File: config.mk
export PLATFORM = sky130hd
export DESIGN_NAME = multi_channel_task_watchdog_unit
export DESIGN_NICKNAME = d
export VERILOG_FILES = /design/src/mctw_pkg.sv /design/src/multi_channel_task_watchdog_unit.sv /design/src/mctw_table.sv
export SDC_FILE = /design/constraint.sdc
export NUM_CORES = 2
export LEC_CHECK = 0
export ABC_AREA = 1
export ABC_CLOCK_PERIOD_IN_PS = 11000
export BUFFER_PORTS_ARGS = -buffer_cell sky130_fd_sc_hd__buf_2
export CORE_MARGIN = 5
export CORE_UTILIZATION = 61
export CTS_BUF_LIST = sky130_fd_sc_hd__clkbuf_4 sky130_fd_sc_hd__clkbuf_8
export DETAILED_ROUTE_END_ITERATION = 6
export PLACE_DENSITY = 0.75
export SYNTH_ARGS = -nofsm -noshare
export SYNTH_HDL_FRONTEND = slang
export SYNTH_SLANG_ARGS = --single-unit
File: constraint.sdc
create_clock -name clk -period 11 [get_ports clk]
set_input_delay 0.55 -clock clk [delete_from_list [all_inputs] [get_ports clk]]
set_output_delay 0.55 -clock clk [all_outputs]
set_load 0.02 [all_outputs]
File: src/mctw_pkg.sv
// Shared types and constants for the multi-channel task watchdog.
package mctw_pkg;

  localparam int Entries = 16;
  localparam int IdxW = $clog2(Entries);
  localparam int CntW = $clog2(Entries + 1);

  localparam logic [2:0] ActRegister = 3'd0;
  localparam logic [2:0] ActUnregister = 3'd1;
  localparam logic [2:0] ActFeed = 3'd2;
  localparam logic [2:0] ActPause = 3'd3;
  localparam logic [2:0] ActResume = 3'd4;
  localparam logic [2:0] ActSetDeadline = 3'd5;
  localparam logic [2:0] ActQuery = 3'd6;
  localparam logic [2:0] ActTick = 3'd7;

  localparam logic [1:0] StOk = 2'd0;
  localparam logic [1:0] StBad = 2'd1;
  localparam logic [1:0] StDup = 2'd2;
  localparam logic [1:0] StFull = 2'd3;

  localparam logic [1:0] HkOwn = 2'd0;
  localparam logic [1:0] HkDefault = 2'd1;
  localparam logic [1:0] HkHalt = 2'd2;

  typedef struct packed {
    logic [2:0]  action;
    logic [7:0]  task_id;
    logic [31:0] deadline;
    logic        own_handler;
  } in_word_t;

  typedef struct packed {
    logic [1:0]  status;
    logic [7:0]  event_task;
    logic        timed_out;
    logic [1:0]  handler_kind;
    logic [31:0] remaining_ticks;
    logic        is_registered;
    logic        last;
  } out_word_t;

  typedef struct packed {
    logic [7:0]  task_id;
    logic [31:0] reload;
    logic [31:0] left;
    logic        paused;
    logic        own_handler;
  } entry_t;

endpackage

File: src/multi_channel_task_watchdog_unit.sv
// Top level of the multi-channel task watchdog: sequencer around the entry table.
// Words are handled one at a time and the table is walked slot by slot, each slot
// read and then checked. Unregister adds a step that reads the last occupied slot;
// a non-tick word with a null id is answered without walking the table.
// A tick offers one word per expired entry, or a single OK word if none expired,
// and the next word can be taken in the cycle after its final word is accepted.
// Synchronous reset empties the table and clears the handler setting.
module multi_channel_task_watchdog_unit (
  input  logic                 clk,
  input  logic                 rst,
  input  logic                 in_valid,
  output logic                 in_ready,
  input  mctw_pkg::in_word_t   in_data,
  output logic                 out_valid,
  input  logic                 out_ready,
  output mctw_pkg::out_word_t  out_data,
  input  logic                 cfg_valid,
  output logic                 cfg_ready,
  input  logic                 cfg_data
);
  import mctw_pkg::*;

  typedef enum logic [2:0] {
    S_IDLE, S_READ, S_CHECK, S_LAST, S_MOVE, S_OUT
  } state_t;

  state_t state;
  in_word_t cur;
  logic [CntW-1:0] count;
  logic [CntW-1:0] idx;
  logic [IdxW-1:0] hit;
  logic found;
  logic any_out;
  logic dflt;
  logic done_after;
  out_word_t pend;
  out_word_t pend_last;
  out_word_t exp_word;
  out_word_t move_word;

  logic we;
  logic [IdxW-1:0] waddr, raddr;
  entry_t wdata, rdata;

  entry_t   upd;
  logic     upd_we;
  logic [IdxW-1:0] upd_addr;
  entry_t   hold;

  logic tbl_we;
  logic [IdxW-1:0] tbl_waddr;
  entry_t tbl_wdata;

  mctw_table u_table (
    .clk(clk), .we(tbl_we), .waddr(tbl_waddr), .wdata(tbl_wdata), .raddr(raddr),
    .rdata(rdata)
  );

  assign in_ready = (state == S_IDLE);
  assign cfg_ready = 1'b1;

  logic [31:0] dec;
  logic tick_live, expire;
  assign tick_live = !rdata.paused && rdata.task_id != 8'd0;
  assign dec = (rdata.left != 32'd0) ? rdata.left - 32'd1 : 32'd0;
  assign expire = tick_live && dec == 32'd0;

  always_comb begin
    we = 1'b0;
    waddr = idx[IdxW-1:0];
    wdata = rdata;
    raddr = idx[IdxW-1:0];
    if (state == S_CHECK && cur.action == ActTick && idx < count && tick_live) begin
      we = 1'b1;
      wdata.left = expire ? rdata.reload : dec;
    end
    if (state == S_LAST) begin
      raddr = IdxW'(count - CntW'(1));
    end
  end

  function automatic out_word_t simple(input logic [1:0] st);
    out_word_t o;
    o = '0;
    o.status = st;
    o.last = 1'b1;
    return o;
  endfunction

  always_comb begin
    exp_word = '0;
    exp_word.event_task = rdata.task_id;
    exp_word.timed_out = 1'b1;
    exp_word.handler_kind = rdata.own_handler ? HkOwn : (dflt ? HkDefault : HkHalt);
  end

  always_comb begin
    pend_last = pend;
    pend_last.last = 1'b1;
  end

  always_comb begin
    move_word = simple(StOk);
    case (cur.action)
      ActRegister: begin
        if (cur.deadline == 32'd0) move_word = simple(StBad);
        else if (found) move_word = simple(StDup);
        else if (count == CntW'(Entries)) move_word = simple(StFull);
      end
      ActSetDeadline: begin
        if (!found || cur.deadline == 32'd0) move_word = simple(StBad);
      end
      ActQuery: begin
        if (!found) move_word = simple(StBad);
        else begin
          move_word.remaining_ticks = hold.left;
          move_word.is_registered = 1'b1;
        end
      end
      default: begin
        if (!found) move_word = simple(StBad);
      end
    endcase
  end

  always_ff @(posedge clk) begin
    if (rst) begin
      state <= S_IDLE;
      count <= '0;
      dflt <= 1'b0;
      out_valid <= 1'b0;
      idx <= '0;
    end else begin
      if (cfg_valid) begin
        dflt <= cfg_data;
      end
      unique case (state)
        S_IDLE: begin
          if (in_valid) begin
            cur <= in_data;
            idx <= '0;
            found <= 1'b0;
            any_out <= 1'b0;
            if (in_data.action != ActTick && in_data.task_id == 8'd0) begin
              out_data <= simple(StBad);
              out_valid <= 1'b1;
              state <= S_OUT;
              done_after <= 1'b1;
            end else begin
              state <= S_READ;
            end
          end
        end
        S_READ: begin
          state <= S_CHECK;
        end
        S_CHECK: begin
          if (cur.action == ActTick) begin
            if (idx >= count) begin
              out_data <= any_out ? pend_last : simple(StOk);
              out_valid <= 1'b1;
              done_after <= 1'b1;
              state <= S_OUT;
            end else if (expire) begin
              pend <= exp_word;
              any_out <= 1'b1;
              if (any_out) begin
                out_data <= pend;
                out_valid <= 1'b1;
                done_after <= 1'b0;
                state <= S_OUT;
              end else begin
                idx <= idx + CntW'(1);
                state <= S_READ;
              end
            end else begin
              idx <= idx + CntW'(1);
              state <= S_READ;
            end
          end else if (idx < count && rdata.task_id != cur.task_id) begin
            if (idx == count - CntW'(1)) begin
              idx <= count;
              state <= S_CHECK;
            end else begin
              idx <= idx + CntW'(1);
              state <= S_READ;
            end
          end else begin
            found <= idx < count;
            hit <= idx[IdxW-1:0];
            if (idx < count && cur.action == ActUnregister) begin
              state <= S_LAST;
            end else begin
              state <= S_MOVE;
            end
          end
        end
        S_LAST: begin
          state <= S_MOVE;
        end
        S_MOVE: begin
          out_valid <= 1'b1;
          done_after <= 1'b1;
          state <= S_OUT;
          out_data <= move_word;
          if (cur.action == ActRegister && upd_we) begin
            count <= count + CntW'(1);
          end else if (cur.action == ActUnregister && found) begin
            count <= count - CntW'(1);
          end
        end
        S_OUT: begin
          if (out_ready) begin
            out_valid <= 1'b0;
            if (done_after) begin
              state <= S_IDLE;
            end else begin
              idx <= idx + CntW'(1);
              state <= S_READ;
            end
          end
        end
        default: state <= S_IDLE;
      endcase
    end
  end

  // Updates decided in S_MOVE share the single table write port with the tick walk.
  always_ff @(posedge clk) begin
    if (state == S_CHECK) hold <= rdata;
  end

  always_comb begin
    upd_we = 1'b0;
    upd_addr = hit;
    upd = hold;
    if (state == S_MOVE) begin
      case (cur.action)
        ActRegister: begin
          upd_addr = IdxW'(count);
          upd.task_id = cur.task_id;
          upd.reload = cur.deadline;
          upd.left = cur.deadline;
          upd.paused = 1'b0;
          upd.own_handler = cur.own_handler;
          upd_we = cur.deadline != 32'd0 && !found && count != CntW'(Entries);
        end
        ActUnregister: begin
          upd = rdata;
          upd_we = found;
        end
        ActFeed: begin
          upd.left = hold.reload;
          upd_we = found;
        end
        ActPause: begin
          upd.paused = 1'b1;
          upd_we = found;
        end
        ActResume: begin
          upd.paused = 1'b0;
          upd.left = hold.reload;
          upd_we = found;
        end
        ActSetDeadline: begin
          upd.reload = cur.deadline;
          upd.left = cur.deadline;
          upd_we = found && cur.deadline != 32'd0;
        end
        default: upd_we = 1'b0;
      endcase
    end
  end

  assign tbl_we = we || upd_we;
  assign tbl_waddr = upd_we ? upd_addr : waddr;
  assign tbl_wdata = upd_we ? upd : wdata;

  assert property (@(posedge clk) disable iff (rst) count <= CntW'(Entries))
    else $error("entry count beyond table size");
  assert property (@(posedge clk) disable iff (rst)
    out_valid && !out_ready |=> out_valid && $stable(out_data))
    else $error("result changed while stalled");
  assert property (@(posedge clk) disable iff (rst)
    !(we && upd_we))
    else $error("two table writes in one cycle");
endmodule

File: src/mctw_table.sv
// Entry table memory with one write port and one registered read port.
module mctw_table (
  input  logic                  clk,
  input  logic                  we,
  input  logic [mctw_pkg::IdxW-1:0] waddr,
  input  mctw_pkg::entry_t      wdata,
  input  logic [mctw_pkg::IdxW-1:0] raddr,
  output mctw_pkg::entry_t      rdata
);
  import mctw_pkg::*;

  entry_t mem [Entries];

  always_ff @(posedge clk) begin
    if (we) begin
      mem[waddr] <= wdata;
    end
    rdata <= mem[raddr];
  end
endmodule
### After elaboration in Yosys (flattened, before gate mapping)

Memories as Yosys holds them, arrays and structs flattened. A register that Yosys moved wholly into a read port is not among the register bits.
Cells that the tools add are included.

* output and inout bits: 50
* memories: 1
* word-level logic and storage cells: 194
* register bits: 197
* memory bits (writable): 1184

* bitwise operators: 4
* muxes and demuxes: 81
* reduce and logical (&&, ||, !) cells: 44
* equal/unequal tests: 31
* $lt $le $gt $ge: 2
* $add $sub $neg: 4

Memories
* u_table.mem: depth 16, width 74, read ports 1, clocked after memory_dff 1, write ports 1, line mctw_table.sv:12 `entry_t mem [Entries];`

Operators with widths (count)
* two-way mux 47 bit: 9
* one-hot mux 47 bit (3 select lines): 2
* two-way mux 74 bit: 2
* two-way mux 32 bit: 3
* one-hot mux 32 bit (3 select lines): 1
* two-way mux 46 bit: 2
* logical NOT 32 bit: 2
* one-hot mux 32 bit (2 select lines): 1
* nonzero test 32 bit: 2
* two-way mux 5 bit: 11
* two-way mux 45 bit: 1
* two-way mux 33 bit: 1
* subtractor 32 x 1 -> 32 bit (second input constant): 1
* two-way mux 3 bit: 9
* two-way mux 1 bit: 22
* AND reduction 7 bit: 3
* == test 3 bit (second input constant): 6
* one-hot mux 3 bit (6 select lines): 1
* two-way mux 4 bit: 4
* one-hot mux 8 bit (2 select lines): 1
* one-hot mux 5 bit (3 select lines): 1
* != test 2 bit (second input constant): 7
* logical AND 1 bit: 13
* == test 3 x 2 -> 1 bit (second input constant): 4
* 35 further kinds: 57

### Depth between registers and ports, before layout

* depth after elaboration: 8
* depth in mapped cells: 19

### Cells and area by module

Synthesis repeated with hierarchy kept, for this count alone.

* cells, all modules: 6335
* area, all modules: 64481.8 um^2

Modules (own cells, without submodules)
* mctw_table: area an instance 52417.8 um^2, times used 1, cells an instance 4864
* multi_channel_task_watchdog_unit: area an instance 12064.1 um^2, times used 1, cells an instance 1471

### Worst setup path after synthesis

No wires, ideal clock.

* path kind: reg-to-reg
* start: register state[2]
* end: memory u_table.mem[0][0] (netlist bit), enable pin
* period minus slack after synthesis: 6.519 ns
* path slack: 4.481 ns
* arrival time: 6.012 ns
* buffers on the path: 0
* cell stages (with the launch flop): 10
* path through: dfxtp_1 -> nor2_1 -> inv_1 -> nor2_4 -> inv_1 -> nor2_1 -> nand2_1 -> o21ai_2 -> nand3_1 -> nor2_1

* cells in the longest elaborated chain, start to end: 8
* elaborated cells between the ends (all ways): 12
* classes of those cells: 2 x eq/ne; 6 x mux; 4 x reduce/logical

Ends and longest elaborated chain
* from (decl): line multi_channel_task_watchdog_unit.sv:27 `state_t state;`
* from (signal assigned): line multi_channel_task_watchdog_unit.sv:128 `state <= S_IDLE;`
* from (signal assigned): line multi_channel_task_watchdog_unit.sv:147 `state <= S_OUT;`
* from (signal assigned): line multi_channel_task_watchdog_unit.sv:150 `state <= S_READ;`
* == test 3 x 2 -> 1 bit: line multi_channel_task_watchdog_unit.sv:73 `if (state == S_CHECK && cur.action == ActTick && idx < count && tick_live) begin`
* logical AND 1 bit (3 in series): line multi_channel_task_watchdog_unit.sv:73
* two-way mux 1 bit: line multi_channel_task_watchdog_unit.sv:73
* logical OR 1 bit: line multi_channel_task_watchdog_unit.sv:275 `assign tbl_we = we || upd_we;`
* two-way mux 1 bit: line mctw_table.sv:15 `if (we) begin`
* two-way mux 1 bit (implied by the code): line mctw_table.sv:16 `mem[waddr] <= wdata;`
* to (decl): line mctw_table.sv:12

Parallel ways exist; a longest one is shown, timed or not.

### Worst setup path after layout

* start: register cur[41] (netlist bit)
* end: memory u_table.mem[0][71] (netlist bit), enable pin

* cells in the longest elaborated chain, start to end: 8
* elaborated cells between the ends (all ways): 20
* classes of those cells: 6 x eq/ne; 8 x mux; 6 x reduce/logical

Ends and longest elaborated chain
* from (decl): line multi_channel_task_watchdog_unit.sv:28 `in_word_t cur;`
* from (signal assigned): line multi_channel_task_watchdog_unit.sv:140 `cur <= in_data;`
* parallel branches: the longest is 8 deep, another holds OR reduction 4 bit

Parallel ways; which one is timed is not known.

==> impl_metrics.sql <==
INSERT INTO impl_metrics (metric_group, metric, value, unit) VALUES
('hold_path', 'min_delay_worst_endpoint', 'cur[31]', ''),
('route', 'first_drt_pass_iteration_count', '6', ''),
('critical_path', 'ff2ff_setup_slack', '5.27', 'ns'),
('power_and_ir_drop', 'power_leakage', '0.0225', 'uW'),
('die', 'initial_utilization', '61.3', '%'),
('synth', 'synth_cell_types', '49', ''),
('layout', 'drive_above_1_share', '13.5', '%'),
('global_route', 'grt_use_total', '31.0', '%'),
('cts', 'cts_root_buffer', 'clkbuf_8', ''),
('route', 'wirelength', '163000', 'um'),
('hold_path', 'min_path_cells', '3', ''),
('layout', 'number_of_fillers_in_the_final_layout', '6624', ''),
('route', 'route.detailed.drc', '0', ''),
('critical_path', 'critPathRequiredTime', '11.53', 'ns'),
('synth', 'syn_area', '0.0591', 'mm^2'),
('power_and_ir_drop', 'ir_worst_vdd', '178', 'uV'),
('synth', 'synth.area.mux_share', '0', '%'),
('critical_path', 'start_kind', 'flop', ''),
('route', 'initialDrtViolationCount', '5495', ''),
('synth', 'synth_fp_nets', '4769', ''),
('layout', 'final_design_area_no_fill', '0.0662', 'mm^2'),
('timing', 'setup_total_negative_slack', '0', 'ns'),
('global_route', 'grt_start_max_net_pins', '216', ''),
('placement', 'last_weighted_congestion_value_of_the_routability_driven_placer', '0.955', ''),
('outcome', 'status', 'completed', ''),
('synth', 'yosys_warnings', '0', ''),
('critical_path', 'worstReg2RegEnd', 'u_table.mem[0][71]', ''),
('cts', 'numCtsBuffers', '218', ''),
('timing', 'post-route-period-util', '52.0', '%'),
('route', 'per_cell_routed_wire_length', '25.7', 'um'),
('cts', 'cts_tree', 'done', ''),
('synth', 'synth_top_family_by_area', 'compound AO/OA/AOI/OAI gates', ''),
('die', 'placementRows', '114', ''),
('synth', 'synth.yosys.seq_area_share', '72.4', '%'),
('layout', 'final_core_area_utilization', '68.6', '%'),
('cts', 'cts_buffer_depth', '3', ''),
('critical_path', 'cp_max_fo', '29', ''),
('timing', 'hold_viol_final', '0', ''),
('cts', 'ctsHtreeMaxLevel', '4', ''),
('cts', 'cts.reportedPaths.clkPinSlew', '0.07', 'ns'),
('synth', 'synth_fa_ha_area_share', '0.212', '%'),
('placement', 'portBuffers', '98', ''),
('timing', 'final.setup_skew', '0.0563', 'ns'),
('synth', 'synth_simple_gate_area_share', '9.59', '%'),
('timing', 'report.final.setup_viol', '0', ''),
('global_route', 'grt_first_pass_wirelength', '242000', 'um'),
('placement', 'dpl-instance-area', '0.0610', 'mm^2'),
('timing', 'min_period', '5.73', 'ns'),
('hold_path', 'hp_class', 'primary input to flop', ''),
('die', 'die_h', '321', 'um'),
('cts', 'postCtsHoldBufs', '49', ''),
('timing', 'whs', '0.236', 'ns'),
('die', 'ios', '100', ''),
('synth', 'post_synth_xor_area_fraction', '0.311', '%'),
('timing', 'tightestPinTransition', '1.34', 'ns'),
('hold_path', 'worstHoldStart', 'in_valid', ''),
('cts', 'cts.repair_timing.setup_buffer_count', '0', ''),
('layout', 'nNetsFinal', '4947', ''),
('synth', 'synth_compound_area_share', '13.9', '%'),
('critical_path', 'timing.critical_path.to_type', 'flop', ''),
('route', 'routed_via_density', '6.41', ''),
('global_route', 'first_global_vias', '38900', ''),
('layout', 'syn_to_final_growth', '12.0', '%'),
('timing', 'slew_headroom', '9.87', '%'),
('timing', 'timing_max_transition_violations_final', '0', ''),
('global_route', 'overflow', '0', ''),
('run', 'maxCapViolCount', '0', ''),
('synth', 'syn-instance-count', '4709', ''),
('critical_path', 'cp.arrival', '6.26', 'ns'),
('timing', 'unrepaired_setup_endpoints_after_global_routing', 'no', ''),
('power_and_ir_drop', 'power_density', '256', 'mW/mm^2'),
('cts', 'clock-sinks', '1455', ''),
('die', 'fp.coreArea', '0.0964', 'mm^2'),
('critical_path', 'setup.worst_path.class', 'flop to flop', ''),
('route', 'num_vias', '40700', ''),
('global_route', 'number_of_antenna_violations_at_the_first_check_in_global_routing', '9', ''),
('timing', 'clock.fmax', '175', 'MHz'),
('placement', 'hpwl', '91400', 'um'),
('critical_path', 'worst_r2r_path_depth', '14', ''),
('synth', 'ys_seq_elements', '1455', ''),
('die', 'die_x_extent', '321', 'um'),
('die', 'dieArea', '0.103', 'mm^2'),
('synth', 'mean_cell_area_of_the_mapped_netlist', '12.5', 'um^2'),
('cts', 'post_cts_resize_count', '0', ''),
('critical_path', 'worst_r2r_startpoint', 'cur[41]', ''),
('cts', 'clkLatencyLatePin', '0.93', 'ns'),
('route', 'route.antenna.remaining_nets', '0', '');
## layer usage
layer,up-vias,GRT usage (%),wire length [um]
met5,-,0,22
met4,4,12.5,6300
met3,354,5.44,16200
met2,2372,48.2,76000
met1,20100,44.4,64300
li1,17900,-,-
## cell usage after synthesis, drive strengths merged
cell type | instances | area [um^2]
nor2b | 1 | 6.26
nor4 | 10 | 68.8
o22ai | 98 | 613
ha | 10 | 125
nand3b | 3 | 22.5
a21oi | 70 | 354
xnor2 | 1 | 8.76
o21ai | 702 | 3540
conb | 1 | 3.75
xor2 | 20 | 175
nor3 | 7 | 35.0
a22oi | 4 | 30.0
inv | 228 | 858
nand3 | 143 | 783
o211ai | 191 | 1570
o21bai | 1 | 7.51
a32o | 1 | 10.0
a211oi | 3 | 22.5
clkbuf | 269 | 1010
edfxtp | 1366 | 41000
nand2 | 364 | 1400
dfxtp | 89 | 1780
a221oi | 4 | 35.0
o221ai | 231 | 2020
clkinv | 2 | 7.51
nor2 | 833 | 3210
nor3b | 1 | 7.51
buf | 34 | 210
a31oi | 1 | 6.26
nand4 | 20 | 125
o21a | 1 | 7.51
## sequential cells by signal, summed over array words and instances, names as in the netlist
| name | flops |
|---|---|
| any_out | 1 |
| done_after | 1 |
| dflt | 1 |
| state | 3 |
| hit | 4 |
| pend | 10 |
| found | 1 |
| hold | 74 |
| count | 5 |
| idx | 5 |
| u_table.mem | 1184 |
| cur | 44 |
| out_data | 47 |
| u_table.rdata | 74 |
| out_valid | 1 |
## stage by stage
step	instances	setup WS (ns)	power [uW]
2_1_floorplan	4709	4.48	10400
3_3_place_gp	5892	5.48	12100
3_5_place_dp	5893	5.31	12300
4_1_cts	6339	5.33	16800
5_1_grt	6342	4.96	17600
6_report	6346	5.27	16900
## cell type report
class	instances	area, um^2	share of cell area [%]
Sequential cell	1455	42800	64.7
Clock inverter	78	739	1.12
Tap cell	1276	1600	2.41
Antenna cell	6	15.0	0.0227
Multi-Input combinational cell	2721	14400	21.7
Clock buffer	319	3880	5.87
Inverter	230	892	1.35
Timing Repair Buffer	261	1850	2.79
## cells by family after synthesis
| group | Yosys count |
|---|---|
| AO/OA/AOI/OAI | 1307 |
| flip-flops | 1455 |
| AND/OR/NAND/NOR | 1382 |
| XOR/XNOR | 21 |
| adder cells (fa/ha/maj) | 10 |
| buffers and inverters | 533 |
| other | 1 |
## worst max path at each step
| stage | from | endpoint | cells past startpoint |
|---|---|---|---|
| 2_1_floorplan | state[2] | u_table.mem[0][0] | 9 |
| 3_3_place_gp | cur[41] | u_table.mem[0][69] | 14 |
| 3_5_place_dp | cur[41] | u_table.mem[0][68] | 14 |
| 4_1_cts | cur[41] | u_table.mem[0][0] | 14 |
| 5_1_grt | cur[41] | u_table.mem[0][1] | 14 |
| 6_report | cur[41] | u_table.mem[0][71] | 14 |
## placed cells by master, fill, tap and decap left out, types with 9 or more instances in the layout
| master | count |
|---|---|
| edfxtp_1 | 1366 |
| nor2_1 | 800 |
| o21ai_0 | 649 |
| nand2_1 | 352 |
| clkbuf_8 | 238 |
| o221ai_1 | 231 |
| inv_1 | 210 |
| o211ai_1 | 164 |
| nand3_1 | 131 |
| buf_4 | 113 |
| o22ai_1 | 98 |
| buf_2 | 98 |
| dfxtp_1 | 89 |
| clkbuf_4 | 81 |
| a21oi_1 | 69 |
| dlygate4sd3_1 | 49 |
| o21ai_1 | 47 |
| clkinv_1 | 36 |
| nor2_4 | 28 |
| o211ai_2 | 27 |
| nand4_1 | 20 |
| xor2_1 | 20 |
| clkinv_2 | 17 |
| inv_2 | 13 |
| nand3_2 | 11 |
| nand2_2 | 10 |
| ha_1 | 10 |
| bufinv_16 | 10 |
| nor4_1 | 9 |
## critical path, stage by stage, from the launching register on
cell and delay (ns):
edfxtp_1 0.47, inv_2 0.08, a21oi_1 0.13, inv_1 0.10, nor2_2 0.88, inv_2 0.34
a21oi_1 0.25, o21ai_2 0.11, nand2_2 0.34, nand2_1 0.10, o21ai_0 0.12, nand3_1 0.39
nor2_4 0.84, buf_4 0.60, buf_4 0.53
## where the power goes
group	leakage, uW	internal (uW)	switching [uW]	total (uW)
Combinational	0.00698	1200	3610	4820
Clock	0.00244	2520	2100	4620
Sequential	0.0131	7160	312	7480
Note: power is estimated with default switching activity, not from simulation.
